==> config.mk <==
export PLATFORM = sky130hd
export DESIGN_NAME = ofdm_rx_preamble_sequencer
export DESIGN_NICKNAME = d
export VERILOG_FILES = /design/src/rtl/core/ofdmps_pkg.sv /design/src/rtl/core/ofdm_rx_preamble_sequencer.sv /design/src/rtl/core/ofdmps_cfg.sv /design/src/rtl/core/ofdmps_fsm.sv
export SDC_FILE = /design/constraint.sdc
export NUM_CORES = 1
export LEC_CHECK = 0
export ABC_AREA = 1
export BUFFER_PORTS_ARGS = -buffer_cell sky130_fd_sc_hd__buf_2
export CORE_UTILIZATION = 62
export CTS_CLUSTER_DIAMETER = 60
export DETAILED_ROUTE_END_ITERATION = 6
export GPL_TIMING_DRIVEN = 0
export PLACE_DENSITY_LB_ADDON = 0.12
export SETUP_SLACK_MARGIN = 0.3
export SYNTH_ARGS = -nofsm -noshare
export SYNTH_HDL_FRONTEND = slang
export SYNTH_SLANG_ARGS = --single-unit
==> constraint.sdc <==
create_clock -name clk_i -period 10.5 [get_ports clk_i]
set_input_delay 0.525 -clock clk_i [delete_from_list [all_inputs] [get_ports clk_i]]
set_output_delay 0.525 -clock clk_i [all_outputs]
set_load 0.1 [all_outputs]
==> src/rtl/core/ofdmps_pkg.sv <==
// Package: types and codes of the OFDM receive preamble sequencer.
package ofdmps_pkg;

  localparam int unsigned CounterWidthDefault = 16;
  localparam int unsigned CfgIndexWidth = 3;
  localparam int unsigned CfgDataWidth = 16;

  typedef enum logic [2:0] {
    STAGE_DETECT = 3'd0,
    STAGE_AGC    = 3'd1,
    STAGE_NOISE  = 3'd2,
    STAGE_FREQ   = 3'd3,
    STAGE_LFM    = 3'd4,
    STAGE_QAM4   = 3'd5,
    STAGE_IDLE   = 3'd6,
    STAGE_HALT   = 3'd7
  } stage_e;

  typedef enum logic [CfgIndexWidth-1:0] {
    CFG_PILOT_TIMEOUT = 3'd0,
    CFG_MUTE_START    = 3'd1,
    CFG_MUTE_STOP     = 3'd2,
    CFG_LFM_WAIT      = 3'd3,
    CFG_QAM4_WAIT     = 3'd4,
    CFG_START_TYPE    = 3'd5
  } cfg_idx_e;

  // Negotiation substate codes
  localparam logic [1:0] NEGO_TYPE1 = 2'd0;
  localparam logic [1:0] NEGO_TYPE2 = 2'd1;

  // Pilot detect codes
  localparam logic [1:0] PILOT_NONE  = 2'd0;
  localparam logic [1:0] PILOT_TYPE1 = 2'd1;
  localparam logic [1:0] PILOT_TYPE2 = 2'd2;

  // Sync status codes
  localparam logic [2:0] SYNC_DETECT     = 3'd0;
  localparam logic [2:0] SYNC_TONE_SRCH  = 3'd1;
  localparam logic [2:0] SYNC_TONE_FOUND = 3'd2;
  localparam logic [2:0] SYNC_NOISE_DONE = 3'd3;
  localparam logic [2:0] SYNC_FREQ_DONE  = 3'd4;
  localparam logic [2:0] SYNC_LFM_DONE   = 3'd5;
  localparam logic [2:0] SYNC_QAM4_FOUND = 3'd6;

  // Error flag bits
  localparam int unsigned ErrMuteStart = 0;
  localparam int unsigned ErrMuteStop  = 1;
  localparam int unsigned ErrLfmWait   = 2;
  localparam int unsigned ErrQam4Wait  = 3;
  localparam int unsigned ErrModeOff   = 4;

  typedef struct packed {
    logic        mode;
    logic [1:0]  pilot_detect;
    logic        stage_finished;
    logic [15:0] noise_start_count;
    logic [15:0] noise_stop_count;
    logic [15:0] lfm_wait_count;
  } in_item_t;

  typedef struct packed {
    logic [2:0] preamble_stage;
    logic [1:0] negotiation_state;
    logic [2:0] sync_status;
    logic       start_two_tone;
    logic       nl_call;
    logic       restart_request;
    logic       emergency_restart;
    logic       start_data;
    logic [4:0] error_flags;
    logic [7:0] error_count;
  } out_item_t;

  typedef struct packed {
    logic [15:0] pilot_timeout;
    logic [15:0] mute_start_limit;
    logic [15:0] mute_stop_limit;
    logic [15:0] lfm_wait_limit;
    logic [15:0] qam4_wait_limit;
    logic [1:0]  start_type;
  } cfg_t;

endpackage

==> src/rtl/core/ofdm_rx_preamble_sequencer.sv <==
// Top level of the OFDM receive preamble sequencer.
//
// Requests arrive on in_req_i under in_valid_i / in_stall_o; one request is
// either a start (mode 1: detection mode, substate from start_type, wait
// counters cleared) or a tick carrying pilot result, stage-finished flag and
// the external wait counts. Every request yields exactly one result on
// out_rsp_o under out_valid_o / out_stall_i.
// Registers are written through cfg_valid_i / cfg_index_i / cfg_data_i;
// cfg_ready_o is always high. The user must let writes go in only while no
// request is in flight; the block does not enforce it. Throughput: one
// request per cycle unless out_stall_i holds; the state update of one request
// is a single pass from the input register to the result register.
// Reset clears both valid flags, all state and loads register defaults.
// A stall on the result side holds the result register; the input register
// still takes one more request, and in_stall_o rises only when both are full.
module ofdm_rx_preamble_sequencer
  import ofdmps_pkg::*;
#(
  parameter int unsigned CounterWidth = CounterWidthDefault
) (
  input  logic                     clk_i,
  input  logic                     rst_ni,
  input  logic                     in_valid_i,
  output logic                     in_stall_o,
  input  in_item_t                 in_req_i,
  output logic                     out_valid_o,
  input  logic                     out_stall_i,
  output out_item_t                out_rsp_o,
  input  logic                     cfg_valid_i,
  output logic                     cfg_ready_o,
  input  logic [CfgIndexWidth-1:0] cfg_index_i,
  input  logic [CfgDataWidth-1:0]  cfg_data_i
);

  cfg_t      cfg;
  in_item_t  in_req_q;
  out_item_t rsp, out_rsp_q;
  logic      in_valid_q, in_valid_d;
  logic      out_valid_q, out_valid_d;
  logic      advance, in_accept;

  assign advance    = in_valid_q && !(out_valid_q && out_stall_i);
  assign in_stall_o = in_valid_q && !advance;
  assign in_accept  = in_valid_i && !in_stall_o;

  assign in_valid_d  = in_accept ? 1'b1 : (advance ? 1'b0 : in_valid_q);
  assign out_valid_d = advance ? 1'b1 : (out_stall_i ? out_valid_q : 1'b0);

  assign cfg_ready_o = 1'b1;

  ofdmps_cfg u_cfg (
    .clk_i       (clk_i),
    .rst_ni      (rst_ni),
    .cfg_valid_i (cfg_valid_i),
    .cfg_index_i (cfg_index_i),
    .cfg_data_i  (cfg_data_i),
    .cfg_o       (cfg)
  );

  ofdmps_fsm #(
    .CounterWidth (CounterWidth)
  ) u_fsm (
    .clk_i  (clk_i),
    .rst_ni (rst_ni),
    .step_i (advance),
    .req_i  (in_req_q),
    .cfg_i  (cfg),
    .rsp_o  (rsp)
  );

  always_ff @(posedge clk_i or negedge rst_ni) begin
    if (!rst_ni) begin
      in_valid_q  <= 1'b0;
      out_valid_q <= 1'b0;
    end else begin
      in_valid_q  <= in_valid_d;
      out_valid_q <= out_valid_d;
    end
  end

  always_ff @(posedge clk_i) begin
    if (in_accept) begin
      in_req_q <= in_req_i;
    end
    if (advance) begin
      out_rsp_q <= rsp;
    end
  end

  assign out_valid_o = out_valid_q;
  assign out_rsp_o   = out_rsp_q;

endmodule

==> src/rtl/core/ofdmps_cfg.sv <==
// Configuration register file of the preamble sequencer.
module ofdmps_cfg
  import ofdmps_pkg::*;
(
  input  logic                     clk_i,
  input  logic                     rst_ni,
  input  logic                     cfg_valid_i,
  input  logic [CfgIndexWidth-1:0] cfg_index_i,
  input  logic [CfgDataWidth-1:0]  cfg_data_i,
  output cfg_t                     cfg_o
);

  cfg_t cfg_q, cfg_d;

  always_comb begin
    cfg_d = cfg_q;
    if (cfg_valid_i) begin
      case (cfg_idx_e'(cfg_index_i))
        CFG_PILOT_TIMEOUT: cfg_d.pilot_timeout    = cfg_data_i;
        CFG_MUTE_START:    cfg_d.mute_start_limit = cfg_data_i;
        CFG_MUTE_STOP:     cfg_d.mute_stop_limit  = cfg_data_i;
        CFG_LFM_WAIT:      cfg_d.lfm_wait_limit   = cfg_data_i;
        CFG_QAM4_WAIT:     cfg_d.qam4_wait_limit  = cfg_data_i;
        CFG_START_TYPE:    cfg_d.start_type       = cfg_data_i[1:0];
        default: ;
      endcase
    end
  end

  always_ff @(posedge clk_i or negedge rst_ni) begin
    if (!rst_ni) begin
      cfg_q.pilot_timeout    <= 16'd100;
      cfg_q.mute_start_limit <= 16'd100;
      cfg_q.mute_stop_limit  <= 16'd100;
      cfg_q.lfm_wait_limit   <= 16'd100;
      cfg_q.qam4_wait_limit  <= 16'd100;
      cfg_q.start_type       <= NEGO_TYPE1;
    end else begin
      cfg_q <= cfg_d;
    end
  end

  assign cfg_o = cfg_q;

endmodule

==> src/rtl/core/ofdmps_fsm.sv <==
// Stage state machine, wait counters and error total of the sequencer.
module ofdmps_fsm
  import ofdmps_pkg::*;
#(
  parameter int unsigned CounterWidth = CounterWidthDefault
) (
  input  logic      clk_i,
  input  logic      rst_ni,
  input  logic      step_i,
  input  in_item_t  req_i,
  input  cfg_t      cfg_i,
  output out_item_t rsp_o
);

  localparam int unsigned CmpWidth = (CounterWidth > 16) ? CounterWidth : 16;
  localparam logic [CounterWidth-1:0] CtrMax = {CounterWidth{1'b1}};

  stage_e                  stage_q, stage_d;
  logic [1:0]              nego_q, nego_d;
  logic [2:0]              sync_q, sync_d;
  logic [CounterWidth-1:0] pilot_cnt_q, pilot_cnt_d;
  logic [CounterWidth-1:0] qam4_cnt_q, qam4_cnt_d;
  logic [7:0]              err_total_q, err_total_d;

  logic [CounterWidth-1:0] pilot_inc, qam4_inc;
  logic                    pilot_expired, qam4_expired;
  logic [1:0]              err_add;
  logic [8:0]              err_sum;
  logic [4:0]              flags;
  logic                    two_tone, nl, restart, emerg, sdata;

  assign pilot_inc = (pilot_cnt_q == CtrMax) ? CtrMax : pilot_cnt_q + 1'b1;
  assign qam4_inc  = (qam4_cnt_q == CtrMax) ? CtrMax : qam4_cnt_q + 1'b1;
  assign pilot_expired = CmpWidth'(pilot_cnt_q) > CmpWidth'(cfg_i.pilot_timeout);
  assign qam4_expired  = CmpWidth'(qam4_cnt_q) > CmpWidth'(cfg_i.qam4_wait_limit);

  always_comb begin
    stage_d     = stage_q;
    nego_d      = nego_q;
    sync_d      = sync_q;
    pilot_cnt_d = pilot_cnt_q;
    qam4_cnt_d  = qam4_cnt_q;
    flags       = '0;
    two_tone    = 1'b0;
    nl          = 1'b0;
    restart     = 1'b0;
    emerg       = 1'b0;
    sdata       = 1'b0;
    if (req_i.mode) begin
      stage_d     = STAGE_DETECT;
      nego_d      = cfg_i.start_type;
      sync_d      = SYNC_DETECT;
      pilot_cnt_d = '0;
      qam4_cnt_d  = '0;
    end else begin
      case (stage_q)
        STAGE_DETECT: begin
          sync_d = SYNC_DETECT;
          if (nego_q == NEGO_TYPE1) begin
            if (req_i.pilot_detect == PILOT_TYPE1) begin
              stage_d     = STAGE_AGC;
              two_tone    = 1'b1;
              pilot_cnt_d = '0;
            end else if (req_i.pilot_detect == PILOT_TYPE2) begin
              nl = 1'b1;
            end
          end else if (nego_q == NEGO_TYPE2) begin
            if (req_i.pilot_detect == PILOT_TYPE1) begin
              nego_d      = NEGO_TYPE1;
              pilot_cnt_d = '0;
              restart     = 1'b1;
            end else if (req_i.pilot_detect == PILOT_TYPE2) begin
              stage_d     = STAGE_AGC;
              two_tone    = 1'b1;
              pilot_cnt_d = '0;
            end else if (req_i.pilot_detect == PILOT_NONE) begin
              if (pilot_expired) begin
                nego_d      = NEGO_TYPE1;
                pilot_cnt_d = '0;
                restart     = 1'b1;
              end else begin
                pilot_cnt_d = pilot_inc;
              end
            end
          end else begin
            flags[ErrModeOff] = 1'b1;
            stage_d           = STAGE_HALT;
          end
        end
        STAGE_AGC: begin
          sync_d = SYNC_TONE_SRCH;
          if (req_i.stage_finished) begin
            stage_d = STAGE_NOISE;
            sync_d  = SYNC_TONE_FOUND;
          end
        end
        STAGE_NOISE: begin
          if (req_i.stage_finished) begin
            stage_d = STAGE_FREQ;
            sync_d  = SYNC_NOISE_DONE;
          end else begin
            flags[ErrMuteStart] = req_i.noise_start_count > cfg_i.mute_start_limit;
            flags[ErrMuteStop]  = req_i.noise_stop_count > cfg_i.mute_stop_limit;
          end
        end
        STAGE_FREQ: begin
          if (req_i.stage_finished) begin
            stage_d = STAGE_LFM;
            sync_d  = SYNC_FREQ_DONE;
          end
        end
        STAGE_LFM: begin
          if (req_i.stage_finished) begin
            stage_d = STAGE_QAM4;
            sync_d  = SYNC_LFM_DONE;
          end else if (req_i.lfm_wait_count > cfg_i.lfm_wait_limit) begin
            flags[ErrLfmWait] = 1'b1;
            emerg             = 1'b1;
          end
        end
        STAGE_QAM4: begin
          if (req_i.stage_finished) begin
            stage_d    = STAGE_IDLE;
            sync_d     = SYNC_QAM4_FOUND;
            qam4_cnt_d = '0;
            sdata      = 1'b1;
          end else begin
            flags[ErrQam4Wait] = qam4_expired;
            qam4_cnt_d         = qam4_inc;
          end
        end
        default: ;
      endcase
    end
  end

  // At most two errors in one tick (mute start and mute stop)
  assign err_add     = 2'($countones(flags));
  assign err_sum     = {1'b0, err_total_q} + {7'd0, err_add};
  assign err_total_d = err_sum[8] ? 8'hFF : err_sum[7:0];

  always_ff @(posedge clk_i or negedge rst_ni) begin
    if (!rst_ni) begin
      stage_q     <= STAGE_DETECT;
      nego_q      <= NEGO_TYPE1;
      sync_q      <= SYNC_DETECT;
      pilot_cnt_q <= '0;
      qam4_cnt_q  <= '0;
      err_total_q <= '0;
    end else if (step_i) begin
      stage_q     <= stage_d;
      nego_q      <= nego_d;
      sync_q      <= sync_d;
      pilot_cnt_q <= pilot_cnt_d;
      qam4_cnt_q  <= qam4_cnt_d;
      err_total_q <= err_total_d;
    end
  end

  always_comb begin
    rsp_o.preamble_stage    = stage_d;
    rsp_o.negotiation_state = nego_d;
    rsp_o.sync_status       = sync_d;
    rsp_o.start_two_tone    = two_tone;
    rsp_o.nl_call           = nl;
    rsp_o.restart_request   = restart;
    rsp_o.emergency_restart = emerg;
    rsp_o.start_data        = sdata;
    rsp_o.error_flags       = flags;
    rsp_o.error_count       = err_total_d;
  end

endmodule

# Word-level counts from Yosys, hierarchy flattened
# Cells that the tools add are included.
[op_classes]
order_cmp = 5
add_sub_neg = 7
n_bitwise = 4
n_eq_ne = 17
n_reduce_logical = 28
mux = 67
[op_table]
columns = ["cell", "n"]
rows = [
  ["16-bit two-way mux", 14],
  ["16-bit > comparator", 5],
  ["3-bit two-way mux", 16],
  ["3-bit one-hot mux with 6 select lines", 2],
  ["16-bit by 1-bit adder with 16-bit output, second input constant", 2],
  ["16-bit == test, second input constant", 2],
  ["1-bit two-way mux", 22],
  ["2-bit two-way mux", 11],
  ["2-bit AND reduction", 7],
  ["3-bit by 2-bit == test with 1-bit output, second input constant", 4],
  ["3-bit == test, second input constant", 4],
  ["8-bit by 2-bit adder with 9-bit output", 1],
  ["8-bit two-way mux", 1],
  ["3-bit by 1-bit == test with 1-bit output, second input constant", 2],
  ["3-bit logical NOT", 2],
  ["2-bit nonzero test", 3],
  ["5-bit two-way mux", 1],
  ["5-bit AND reduction", 1],
  ["1-bit by 1-bit adder with 2-bit output", 2],
  ["2-bit by 1-bit == test with 1-bit output, second input constant", 2],
  ["1-bit logical AND", 4],
  ["2-bit logical NOT", 2],
  ["1-bit NOT", 4],
  ["4-bit nonzero test", 1],
  ["other kinds (10)", 13],
]
[totals]
in_bits = 76
out_inout_bits = 29
reg_bits = 210
wordCells = 158

# Depth between registers and ports, before layout
[depth]
depth_word = 10
ltp_mapped = 23
mapped_depth_nobuf = 23

# By module
# A second synthesis with hierarchy kept.
[unflattened]
hier_cells = 1234
hier_area_um2 = 11178.2
[by_module_without_submodules]
columns = ["module", "seq_area_each_um2", "area_each_um2", "cells_per_inst", "n_inst"]
rows = [
  ["ofdmps_fsm", 1201.2, 5442.7, 775, 1],
  ["ofdmps_cfg", 2070.7, 3286.9, 367, 1],
  ["ofdm_rx_preamble_sequencer", 2392.3, 2448.6, 92, 1],
]

# Least setup slack after synthesis
# OpenSTA, ideal clock, no wires.
[synth_timing]
kind = "register -> register"
from = "reg u_cfg.cfg_q (netlist bit u_cfg.cfg_o[36])"
to = "reg out_rsp_q (netlist bit out_rsp_o[0]), data pin"
synth_period_minus_slack_ns = 4.007
slack_ns = 6.493
required_ns = 10.234
n_path_buf = 0
setup_ns = 0.266
stages_incl_launch_ff = 21
arrival_ns = 3.741
path_cell_list = "dfstp_2 > inv_1 > ha_1 > nand2_1 > o21ai_0 > a21oi_1 > or3_1 > nand4_1 > nand2_1 > fa_1 > fa_1 > inv_1 > ha_1 > fa_1 > nand2_1 > nor3_1 > nand2_1 > inv_1 > nand2_1 > inv_1 > or2_2"
[synth_lines]
columns = ["element", "line", "source"]
rows = [
  ["start: declaration", "ofdmps_cfg.sv:13", "cfg_t cfg_q, cfg_d;"],
  ["start signal: assignment", "ofdmps_cfg.sv:39", "cfg_q <= cfg_d;"],
  ["end signal: assignment", "ofdm_rx_preamble_sequencer.sv:86", "out_rsp_q <= rsp;"],
  ["end: declaration", "ofdm_rx_preamble_sequencer.sv:37", "out_item_t rsp, out_rsp_q;"],
]

==> out/qor.txt <==
==========================================================================================
Outcome                                                                       complete, no violations
Mean number of vias per cell                                                         5.373
Synth Area in Simple Gates                                                          14.59%
Hold Worst Slack                                                                 0.1892 ns
Power per unit of standard cell area                                          203.0 mW/mm2
Sequential element share of the synthesized area                                    53.02%
Layout Skew                                                                    0.009580 ns
TritonRoute pass-1 iters                                                                 5
Share of the synthesized area in compound gates (AO/OA/AOI/OAI)                     12.05%
Detailed placement HPWL                                                           16840 um
Cell variety after synth                                                                46
Final setup fails                                                                        0
Antenna violation net count after detailed routing                                       0
Share of synthesized cell area in full adder, half adder and majority cells         10.75%
Top FF cell, synth                                                                 dfrtp_1
Fraction of layout instances using a drive strength above 1                         16.22%
Worst supply voltage drop on vdd                                               0.0001565 V
Combined global-route utilization of all metal layers                               27.34%
Total count of hold-check failures in the final report                                   0
Share of the synthesized area in the top cell type                                  27.41%
Total Routed Length                                                               23290 um
Leakage power summed over all cells                                               5.990 nW
Total overflow reported by the global router                                             0
Multiplexer fraction of the synthesized cell area                                       0%
WS Path Type                                                                  flip-flop to flip-flop
Number of post-CTS setup repair buffers                                                  0
Core Footprint                                                                 0.01670 mm2
Post-Syn Instances                                                                    1134
Clock tree from TritonCTS                                                            built
Type of destination of the critical path                                         flip-flop
Hold-critical path depth                                                                 1
Cell total after placement                                                            1459
Ports                                                                                  105
Post-route setup TNS                                                                  0 ns
Area leader, netlist                                                               dfrtp_1
Cell types with the largest area share after synthesis                        dfrtp_1, edfxtp_1, ha_1
Number of standard cells in the layout, taps in and fillers out                       1503
Height of the die                                                                 133.3 um
Data arrival time of the critical path                                             4.89 ns
Count of unresolved DRC violations after routing                                         0
Clock sink total                                                                       210
CTS Root Buffer Type                                                             clkbuf_16
Startpoint class of the critical path                                            flip-flop
Max-cap violations                                                                       0
CTS Hold Bufs                                                                            1
Via count of the first global-routing pass                                            7852
Dominant combinational cell family by area after synthesis                    simple AND/OR/NAND/NOR gates
Maximum number of pins on one net before global-route repair                            98
Number of synthesis warnings                                                             0
H-tree level count                                                                       1
Post-layout nets                                                                      1431
Clock transition at the registers of the reported paths                            0.06 ns
Net Count, Synth                                                                      1300
Number of flops mapped to enable cells by yosys                                         78
Clock latency on the worst-skew pair                                               0.51 ns
Die Wd                                                                            133.3 um
Via count                                                                             8075
Final core area utilization                                                         73.97%
Largest buffer count on any clock path                                                   3
Wire length of the first global-routing pass                                      38070 um
1st-iter DRT viols                                                                     554
Data required time of the critical path                                           10.75 ns
Crit path time final                                                              4.634 ns
Final critical-path share of the clock period                                       44.14%
Combined area of all synthesized cells                                         0.01068 mm2
Die area                                                                       0.01776 mm2
Count of cells along the worst register-to-register path                                20
Number of clock buffers inserted by TritonCTS                                           23
Total of buffers placed on input and output ports                                      103
Final-report max-slew violation count                                                    0
Upper clock frequency limit                                                      215.8 MHz
Antenna violations before repair                                                         1
Post-layout power                                                               0.002508 W
Hold Crit Class                                                               primary input to flip-flop
Synthesis-stage register bit count                                                     210
Fraction of synthesis flops using an asynchronous set or reset pin                  62.86%
RePlAce Congestion                                                                  0.8996
Biggest fanout along the worst timing path                                               6
Detail-routed net length per standard cell                                        15.50 um
Post-Synthesis Mean Instance Area                                                9.420 um2
Initial Util                                                                        63.96%
RSZ-0062 raised after global routing                                                 false
Area Overhead vs Synth                                                              15.65%
Remaining max-slew budget at the tightest pin                                       53.11%
Slew at the pin with the worst max-slew slack                                    0.7033 ns
Post-cts sizing count                                                                    0
Area share of xor/xnor cells in the synthesized design                              1.394%
Fill cell count                                                                       1196
Std cell rows                                                                           47
==========================================================================================
cells in the mapped netlist, types with 2 or more instances:
cell type,number
nand2_1,224
inv_1,191
o21ai_0,144
dfrtp_1,117
ha_1,87
edfxtp_1,78
a21oi_1,50
nor2_1,46
nand3_1,26
nor3_1,18
clkbuf_1,17
nand4_1,16
dfstp_2,15
xor2_1,15
o21ai_1,12
nor2_2,8
inv_2,6
o21ai_2,6
a31oi_1,5
buf_4,4
nor4_1,4
o22ai_2,4
a221oi_1,3
fa_1,3
nand3_2,3
nand4_2,3
or2_2,3
buf_2,2
buf_6,2
nand2_2,2
nor2_4,2
o22ai_1,2
or3_1,2
xnor2_1,2
area by class of cell:
| class | count | area, um2 | area share [%] |
|---|---|---|---|
| multi-input cells | 701 | 4148 | 33.57 |
| inverters | 198 | 744.5 | 6.026 |
| repair buffers | 106 | 579.3 | 4.689 |
| clock buffers | 32 | 681.9 | 5.520 |
| clock inverters | 10 | 132.6 | 1.074 |
| plain buffers | 25 | 126.4 | 1.023 |
| diodes | 1 | 2.502 | 0.02026 |
| well taps | 220 | 275.3 | 2.228 |
| flip-flops and latches | 210 | 5664 | 45.85 |
critical path: stages (launching register included):
cell and delay [ns]:
dfstp_2 0.54, inv_1 0.05, ha_1 0.30, a21oi_1 0.14
o21ai_0 0.15, a21oi_1 0.16, nor3_1 0.05, or3_1 0.30
nand2_1 0.22, fa_1 0.46, fa_1 0.50, inv_1 0.05
ha_1 0.20, fa_1 0.40, nand2_1 0.14, nor3_1 0.08
nand2_1 0.06, inv_1 0.04, nand2_1 0.16, inv_1 0.08
or2_2 0.30
final timing paths:
kind | from | to | slack (ns)
max | u_cfg.cfg_o[55]$_DFFE_PN1P_ | out_rsp_o[1]$_DFFE_PP_ | 5.87
min | in_req_i[5] | in_req_q[5]$_DFFE_PP_ | 0.19
max reg2reg | u_cfg.cfg_o[55]$_DFFE_PN1P_ | out_rsp_o[1]$_DFFE_PP_ | 5.87
min reg2reg | u_cfg.cfg_o[32]$_DFFE_PN0P_ | u_cfg.cfg_o[32]$_DFFE_PN0P_ | 0.49
max in group asynchronous | rst_ni | u_cfg.cfg_o[52]$_DFFE_PN1P_ | 9.21
min in group asynchronous | rst_ni | u_fsm.pilot_cnt_q[3]$_DFFE_PN0P_ | 0.48
kinds of logic after synthesis:
group                      after synthesis
AOI/OAI and AO/OA                      235
xor gates and xnor gates                17
adders and majority gates               90
buffers and inverters                  223
DFF                                    210
other                                    1
and+or+nand+nor                        358
metrics by stage:
stage	worst slack, ns	instance area (um2)
finish	5.866	12350
global route	5.699	12350
CTS	5.896	12350
detailed placement	5.951	11530
global placement	6.047	11470
floorplan	6.493	10680
power breakdown:
group | total [W] | switching (W) | leakage (nW) | internal, W
clock network | 0.000851 | 0.000323 | 0.402 | 0.000529
registers | 0.00106 | 0.0000696 | 2.44 | 0.000994
logic | 0.000592 | 0.000424 | 3.15 | 0.000169
layout by cell type (no fill, tap or decap), drive strengths merged, types with 5 or more instances in the layout:
master / instances
nand2: 226
clkinv: 5
xor2: 15
edfxtp: 78
dfrtp: 117
nor3: 19
inv: 199
o22ai: 6
clkbuf: 49
o21ai: 162
a31oi: 5
nand4: 19
buf: 113
ha: 87
dfstp: 15
nor2: 56
a21oi: 51
nand3: 29
sequential cells by signal (all words and copies together), names as in the netlist:
name,count
u_fsm.err_total_q,8
u_fsm.stage_q,3
out_valid_o,1
in_valid_q,1
u_fsm.qam4_cnt_q,16
u_fsm.sync_q,3
out_rsp_o,26
u_cfg.cfg_o,82
u_fsm.nego_q,2
in_req_q,52
u_fsm.pilot_cnt_q,16
routing by layer:
metal | vias up | global-route usage (%) | part of all wire [%] | routed length (um)
met1 | 3738 | 36.83 | 44 | 10160
met4 | 0 | 10.92 | 4.1 | 960
met2 | 267 | 44.70 | 46 | 10820
met3 | 62 | 4.262 | 5.8 | 1349
met5 | - | 0 | 0 | 0
li1 | 4008 | - | - | -
Note: power is estimated with default switching activity, not from simulation.
